`config.mk`:
```
export PLATFORM = sky130hd
export DESIGN_NAME = three_level_priority_queue
export DESIGN_NICKNAME = d
export VERILOG_FILES = /design/src/hw/rtl/tlpq_pkg.sv /design/src/hw/rtl/three_level_priority_queue.sv /design/src/hw/rtl/tlpq_ctrl.sv /design/src/hw/rtl/tlpq_datapath.sv
export SDC_FILE = /design/constraint.sdc
export NUM_CORES = 2
export LEC_CHECK = 0
export ABC_AREA = 1
export BUFFER_PORTS_ARGS = -buffer_cell sky130_fd_sc_hd__buf_4
export CORE_AREA = 2 2 488 490
export CTS_BUF_LIST = sky130_fd_sc_hd__clkbuf_4 sky130_fd_sc_hd__clkbuf_8
export CTS_CLUSTER_DIAMETER = 60
export DETAILED_ROUTE_END_ITERATION = 10
export DIE_AREA = 0 0 490 492
export MAX_ROUTING_LAYER = met4
export RECOVER_POWER = 100
export SYNTH_ARGS = -nofsm -noshare
export SYNTH_HDL_FRONTEND = slang
export SYNTH_HIERARCHICAL = 1
export SYNTH_SLANG_ARGS = --single-unit
```
`constraint.sdc`:
```
create_clock -name i_clk -period 5.98 [get_ports i_clk]
set_input_delay 0.598 -clock i_clk [delete_from_list [all_inputs] [get_ports i_clk]]
set_output_delay 0.598 -clock i_clk [all_outputs]
set_load 0.02 [all_outputs]
```
`src/hw/rtl/tlpq_pkg.sv`:
```
`default_nettype none

package tlpq_pkg;

    localparam int LEVEL_DEPTH_DEF = 16;
    localparam int NUM_LEVELS      = 3;

    localparam logic REQ_PUSH = 1'b0;
    localparam logic REQ_POP  = 1'b1;

    typedef enum logic [2:0] {
        ST_PUSHED  = 3'd0,
        ST_POPPED  = 3'd1,
        ST_INVALID = 3'd2,
        ST_EMPTY   = 3'd3,
        ST_FULL    = 3'd4
    } t_status;

    typedef struct packed {
        logic               req_type;
        logic signed [31:0] push_value;
        logic [2:0]         push_level;
    } t_req;

    typedef struct packed {
        t_status            status;
        logic signed [31:0] pop_value;
        logic [1:0]         pop_level;
    } t_rsp;

    typedef struct packed {
        logic capture;
        logic execute;
    } t_cmd;

endpackage

`default_nettype wire

```
`src/hw/rtl/three_level_priority_queue.sv`:
```
`default_nettype none

// Strict priority queue with three FIFO levels, level 1 the most urgent. A request is
// accepted when start is high and busy is low; busy then stays high while the controller
// passes through S_EXEC and S_RESULT, and the single result appears on o_result with
// o_done high in S_RESULT. The next request can be accepted in the cycle after o_done, so
// the block cannot take a new request before it is through with the last one. The
// controller registers the request, executes it against the level store in S_EXEC,
// presents the registered result for one cycle and returns to idle before taking another
// request. The receiver cannot stall: each result is valid for exactly the one cycle in
// which o_done is high.
module three_level_priority_queue #(
    parameter int LEVEL_DEPTH = tlpq_pkg::LEVEL_DEPTH_DEF
) (
    input  wire logic            i_clk,
    input  wire logic            i_rst_n,
    input  wire logic            start,
    input  wire tlpq_pkg::t_req  i_req,
    output logic                 busy,
    output logic                 o_done,
    output tlpq_pkg::t_rsp       o_result
);
    import tlpq_pkg::*;

    t_cmd cmd;

    tlpq_ctrl u_ctrl (
        .i_clk   (i_clk),
        .i_rst_n (i_rst_n),
        .start   (start),
        .o_cmd   (cmd),
        .busy    (busy),
        .o_done  (o_done)
    );

    tlpq_datapath #(
        .LEVEL_DEPTH (LEVEL_DEPTH)
    ) u_datapath (
        .i_clk    (i_clk),
        .i_rst_n  (i_rst_n),
        .i_cmd    (cmd),
        .i_req    (i_req),
        .o_result (o_result)
    );

endmodule

`default_nettype wire

```
`src/hw/rtl/tlpq_ctrl.sv`:
```
`default_nettype none

module tlpq_ctrl (
    input  wire logic          i_clk,
    input  wire logic          i_rst_n,
    input  wire logic          start,
    output tlpq_pkg::t_cmd     o_cmd,
    output logic               busy,
    output logic               o_done
);
    import tlpq_pkg::*;

    typedef enum logic [1:0] {
        S_IDLE,
        S_EXEC,
        S_RESULT
    } t_state;

    t_state r_state;
    logic   r_busy;
    logic   r_done;

    always_ff @(posedge i_clk) begin
        if (!i_rst_n) begin
            r_state <= S_IDLE;
            r_busy  <= 1'b0;
            r_done  <= 1'b0;
        end else begin
            case (r_state)
                S_IDLE: begin
                    r_done <= 1'b0;
                    if (start) begin
                        r_state <= S_EXEC;
                        r_busy  <= 1'b1;
                    end
                end
                S_EXEC: begin
                    r_state <= S_RESULT;
                    r_done  <= 1'b1;
                end
                S_RESULT: begin
                    r_state <= S_IDLE;
                    r_busy  <= 1'b0;
                    r_done  <= 1'b0;
                end
                default: begin
                    r_state <= S_IDLE;
                    r_busy  <= 1'b0;
                    r_done  <= 1'b0;
                end
            endcase
        end
    end

    assign o_cmd.capture = start && (r_state == S_IDLE);
    assign o_cmd.execute = (r_state == S_EXEC);
    assign busy          = r_busy;
    assign o_done        = r_done;

endmodule

`default_nettype wire

```
`src/hw/rtl/tlpq_datapath.sv`:
```
`default_nettype none

module tlpq_datapath #(
    parameter int LEVEL_DEPTH = tlpq_pkg::LEVEL_DEPTH_DEF
) (
    input  wire logic            i_clk,
    input  wire logic            i_rst_n,
    input  wire tlpq_pkg::t_cmd  i_cmd,
    input  wire tlpq_pkg::t_req  i_req,
    output tlpq_pkg::t_rsp       o_result
);
    import tlpq_pkg::*;

    localparam int IW     = $clog2(LEVEL_DEPTH);
    localparam int CW     = $clog2(LEVEL_DEPTH + 1);
    localparam int SLOTS  = NUM_LEVELS * LEVEL_DEPTH;
    localparam int AW     = $clog2(SLOTS);
    localparam int BASE_1 = LEVEL_DEPTH;
    localparam int BASE_2 = 2 * LEVEL_DEPTH;

    logic signed [31:0] r_mem [SLOTS];
    logic signed [31:0] r_rd_data;
    t_req               r_req;
    t_status            r_status;
    logic [1:0]         r_plev;
    logic [IW-1:0]      r_head [NUM_LEVELS];
    logic [IW-1:0]      r_tail [NUM_LEVELS];
    logic [CW-1:0]      r_fill [NUM_LEVELS];

    t_status       n_status;
    logic [1:0]    n_plev;
    logic [1:0]    q;
    logic          do_push;
    logic          do_pop;
    logic [IW-1:0] slot;
    logic [IW-1:0] slot_next;
    logic [AW-1:0] addr;

    always_comb begin
        n_status = ST_EMPTY;
        n_plev   = 2'd0;
        q        = 2'd0;
        do_push  = 1'b0;
        do_pop   = 1'b0;
        if (r_req.req_type == REQ_PUSH) begin
            if (r_req.push_level inside {[3'd1:3'd3]}) begin
                q = 2'(r_req.push_level - 3'd1);
                if (r_fill[q] == CW'(LEVEL_DEPTH)) begin
                    n_status = ST_FULL;
                end else begin
                    n_status = ST_PUSHED;
                    do_push  = 1'b1;
                end
            end else begin
                n_status = ST_INVALID;
            end
        end else begin
            if (r_fill[0] != '0) begin
                q      = 2'd0;
                do_pop = 1'b1;
            end else if (r_fill[1] != '0) begin
                q      = 2'd1;
                do_pop = 1'b1;
            end else if (r_fill[2] != '0) begin
                q      = 2'd2;
                do_pop = 1'b1;
            end
            if (do_pop) begin
                n_status = ST_POPPED;
                n_plev   = q + 2'd1;
            end
        end
    end

    always_comb begin
        slot      = do_push ? r_tail[q] : r_head[q];
        slot_next = (slot == IW'(LEVEL_DEPTH - 1)) ? '0 : slot + IW'(1);
        case (q)
            2'd1:    addr = AW'(BASE_1) + AW'(slot);
            2'd2:    addr = AW'(BASE_2) + AW'(slot);
            default: addr = AW'(slot);
        endcase
    end

    always_ff @(posedge i_clk) begin
        if (i_cmd.capture) begin
            r_req <= i_req;
        end
        if (i_cmd.execute) begin
            r_status <= n_status;
            r_plev   <= n_plev;
        end
        if (i_cmd.execute && do_push) begin
            r_mem[addr] <= r_req.push_value;
        end
        if (i_cmd.execute && do_pop) begin
            r_rd_data <= r_mem[addr];
        end
    end

    always_ff @(posedge i_clk) begin
        if (!i_rst_n) begin
            for (int i = 0; i < NUM_LEVELS; i++) begin
                r_head[i] <= '0;
                r_tail[i] <= '0;
                r_fill[i] <= '0;
            end
        end else if (i_cmd.execute) begin
            if (do_push) begin
                r_tail[q] <= slot_next;
                r_fill[q] <= r_fill[q] + CW'(1);
            end else if (do_pop) begin
                r_head[q] <= slot_next;
                r_fill[q] <= r_fill[q] - CW'(1);
            end
        end
    end

    assign o_result.status    = r_status;
    assign o_result.pop_value = (r_status == ST_POPPED) ? r_rd_data : '0;
    assign o_result.pop_level = r_plev;

endmodule

`default_nettype wire

```
==> impl_metrics.yaml <==
outcome:
  outcome: "finished with violations"
  violations: "capacitance limit, slew limit"
grt:
  met2_usage: 0.282
  busiest_layer: "met2"
  grt_overflow: 0
  gr-usage-all-layers: 0.169
  grt_pass1_wl_mm: 302
  grt_max_degree: 197
  first_global_vias: 46700
  grtUsageMet1: 0.209
  met3_usage: 0.0244
  antenna_found_initial: 4
synthesis:
  post-synth-top-count-cell: "nand2_1"
  synth_nets: 6489
  synth_area_mm2: 0.0703
  async_reset_ff_frac: 0
  ys.warnings.count: 6
  synth_top_cell_area_share: 0.709
  synth.largest_area_cell: "edfxtp_1"
  synthCells: 6437
  synth_common_cells: "2517 x nand2_1, 1661 x edfxtp_1, 756 x nand3_1"
  synth-seq-area-share: 0.710
  synthTopCellsByArea: "edfxtp_1 71%, nand2_1 13%, nand3_1 5.4%"
  ys_ff_latch: 1665
  synth_edf_count: 1661
  synth_ff_type: "edfxtp_1"
  syn_avg_cell_area_um2: 10.9
  synth_cell_type_count: 37
finish:
  layout.nets: 6684
  syn_to_final_growth_pct: 13.6
  design_area_mm2: 0.0799
  drive_above_1_share: 0.0972
  fillCellCount: 23500
clocking:
  cts_tree: "yes"
  worstSkewPairLatency_ns: 1.05
  clock_sinks: 1665
  root_buffer: "clkbuf_8"
  cts.clk_slew.worst_paths_ns: 0.06
  cts_setup_buffers: 0
  cts_buffer_depth: 4
  htreeDepth: 5
  cts_made_buffers: 280
floorplan:
  ioPinCount: 78
  start_util: 0.298
  dieArea_mm2: 0.241
  die-height_um: 492
  chipWidth_um: 490
  rows: 179
  coreArea_mm2: 0.236
setup_path:
  crit_path_frequent_cell: "nand3_1"
  worst_path_max_delay_cell: "nor2_1"
  rr_startpoint: "u_datapath/r_req[0]$_DFFE_PP_"
  critical_path.startpoint_type: "flip-flop"
  r2r_cells: 14
  path_cells: "ha_1 -> inv_1 -> nand3_1 -> nand3_1 -> nor2_1 -> a21oi_2 -> nand3_1 -> nand3_1 -> nand2_4 -> nor2_4 -> nand2_1 -> buf_4 -> nor2_1 -> buf_12"
  path_class: "reg -> reg"
  cp.arrival_ns: 6.26
  worstReg2RegEnd: "u_datapath/r_mem[15][20]$_DFFE_PP_"
  cp.required_ns: 6.60
  crit_end: "u_datapath/r_mem[15][20]$_DFFE_PP_"
  reg2reg_slack_ns: 0.34
  slowest_delay_ns: 1.21
  crit_start: "u_datapath/r_req[0]$_DFFE_PP_"
  cp_max_fo: 63
  end_kind: "flip-flop"
timing:
  fmax_ghz: 0.177
  skew_ns: 0.120
  fin_crit_ns: 5.64
  timing.final.crit_share: 0.943
  final-setup-viol-count: 0
  rsz0062_at_grt: "false"
  tightest_slew_ns: 3.04
  timing.setup.tns_ns: 0
  hold_violations: 0
  slew_headroom: -1.03
  slew_violations: 1678
hold_path:
  hp-class: "in -> reg"
place:
  dp_hpwl_mm: 113
  globalplace.congestion: 0.833
  postPlaceCellArea_mm2: 0.0752
  port_buffers: 77
pwr:
  p_leak_nw: 30.9
  power_density_mw_per_mm2: 326
  irDropWorstVdd_mv: 0.263
routing:
  drtIter0Drc: 5052
  routed_wl_mm: 204
  first_pass_iters: 5
  num_vias: 47700
  wl_per_cell_um: 20.5
  drc_errors: 0
  viasPerCell: 4.78
  detail-route-antenna-nets: 0
flow_run:
  max-cap-violations: 37
## logic make-up (layout without fill, tap and decap cells)
kind of cell | after synthesis | count (layout) | synth area share
and+or+nand+nor | 3730 | 3730 | 0.220
DFF | 1665 | 1665 | 0.710
buffers and inverters | 788 | 1153 | 0.0488
AOI/OAI and AO/OA | 237 | 237 | 0.0176
adders and majority gates | 13 | 13 | 0.00242
xor gates and xnor gates | 4 | 4 | 0.000498
other | 0 | 1 | 0
## timing repair
| action | in CTS | in global routing |
|---|---|---|
| endpoints found under the hold margin | 44 | 0 |
| hold buffers | 39 | 0 |
| endpoints found under the setup margin | 0 | 0 |
| gates resized for setup | 0 | 0 |
## routing by layer
| layer | routed length (um) | vias to the layer above |
|---|---|---|
| met5 | 0 | - |
| met4 | 6900 | 0 |
| li1 | - | 21900 |
| met1 | 83400 | 23400 |
| met2 | 99800 | 1992 |
| met3 | 14000 | 393 |
## cell type report
class / instances / area (um^2) / area share
clock inverter: 84 / 418 / 0.00523
inverter: 436 / 1640 / 0.0206
clock buffer: 368 / 4560 / 0.0571
sequential: 1665 / 50000 / 0.625
antenna: 1 / 2.50 / 0.0000313
tap: 3167 / 3960 / 0.0496
timing repair buffer: 265 / 2130 / 0.0266
multi-input combinational: 3984 / 17200 / 0.215
## how the worst min path moves through the flow
stage | start | to | slack, ns | depth (start not counted)
floorplan | u_ctrl/r_state[0]$_SDFFE_PN0P_ | u_ctrl/o_done$_SDFF_PN0_ | 0.45 | 2
global placement | u_ctrl/busy$_SDFFE_PN0P_ | u_ctrl/busy$_SDFFE_PN0P_ | 0.46 | 2
detailed placement | u_ctrl/busy$_SDFFE_PN0P_ | u_ctrl/busy$_SDFFE_PN0P_ | 0.48 | 2
CTS | i_req[10] | u_datapath/r_req[10]$_DFFE_PP_ | 0.21 | 2
global route | i_req[34] | u_datapath/r_req[34]$_DFFE_PP_ | 0.27 | 2
finish | i_req[10] | u_datapath/r_req[10]$_DFFE_PP_ | 0.33 | 2
## through the flow
step	power [mW]	worst slack (ns)	hold WS (ns)	std cells	utilization
global placement	16.8	0.841	0.461	9478	0.318
detailed placement	16.8	0.801	0.480	9478	0.318
CTS	26.2	0.773	0.215	9969	0.341
global route	27.0	0.207	0.270	9970	0.338
finish	26.0	0.338	0.326	9970	0.338
floorplan	15.6	1.71	0.452	6437	-
## where the power goes
| group | internal [mW] | switching (mW) | leakage [nW] |
|---|---|---|---|
| logic | 0.896 | 2.69 | 13.2 |
| clock network | 5.01 | 4.43 | 2.65 |
| registers | 13.0 | 0.0313 | 15.0 |
## registers in the layout, indices dropped and copies added, names as in the netlist
signal / cells
u_datapath/r_req: 36
u_ctrl/o_done: 1
u_ctrl/r_state: 2
u_datapath/r_tail: 16
u_ctrl/busy: 1
u_datapath/r_rd_data: 32
u_datapath/r_status: 3
u_datapath/r_fill: 20
u_datapath/r_head: 16
u_datapath/r_plev: 2
u_datapath/r_mem: 1536
## cells in the final DEF, fill, tap and decap left out, types with 4 or more instances in the layout
cell type	n
buf_4	45
nand2_1	2517
edfxtp_1	1661
nor2_4	27
or2_2	51
nand3_1	757
nand3b_1	58
clkbuf_8	289
nand4_1	18
o211ai_1	12
ha_1	12
clkbuf_2	24
a21oi_1	140
nor2_1	260
buf_12	33
nand2_2	4
clkbuf_1	85
clkinv_2	23
nor2_2	19
nand2_4	4
dfxtp_1	4
o21ai_1	64
clkinv_1	60
clkbuf_4	115
inv_1	425
nand3_2	4
o21ai_0	16
inv_2	4
dlygate4sd3_1	39
## critical path, delay by kind of cell (launching register included)
family          cells  cell delay [ns]
fa+ha+maj           1             0.26
flops               1             0.52
buf+inv             3             0.64
simple gates        9             3.25
compound gates      1             0.53
No activity file was read; power rests on OpenSTA's default activity.
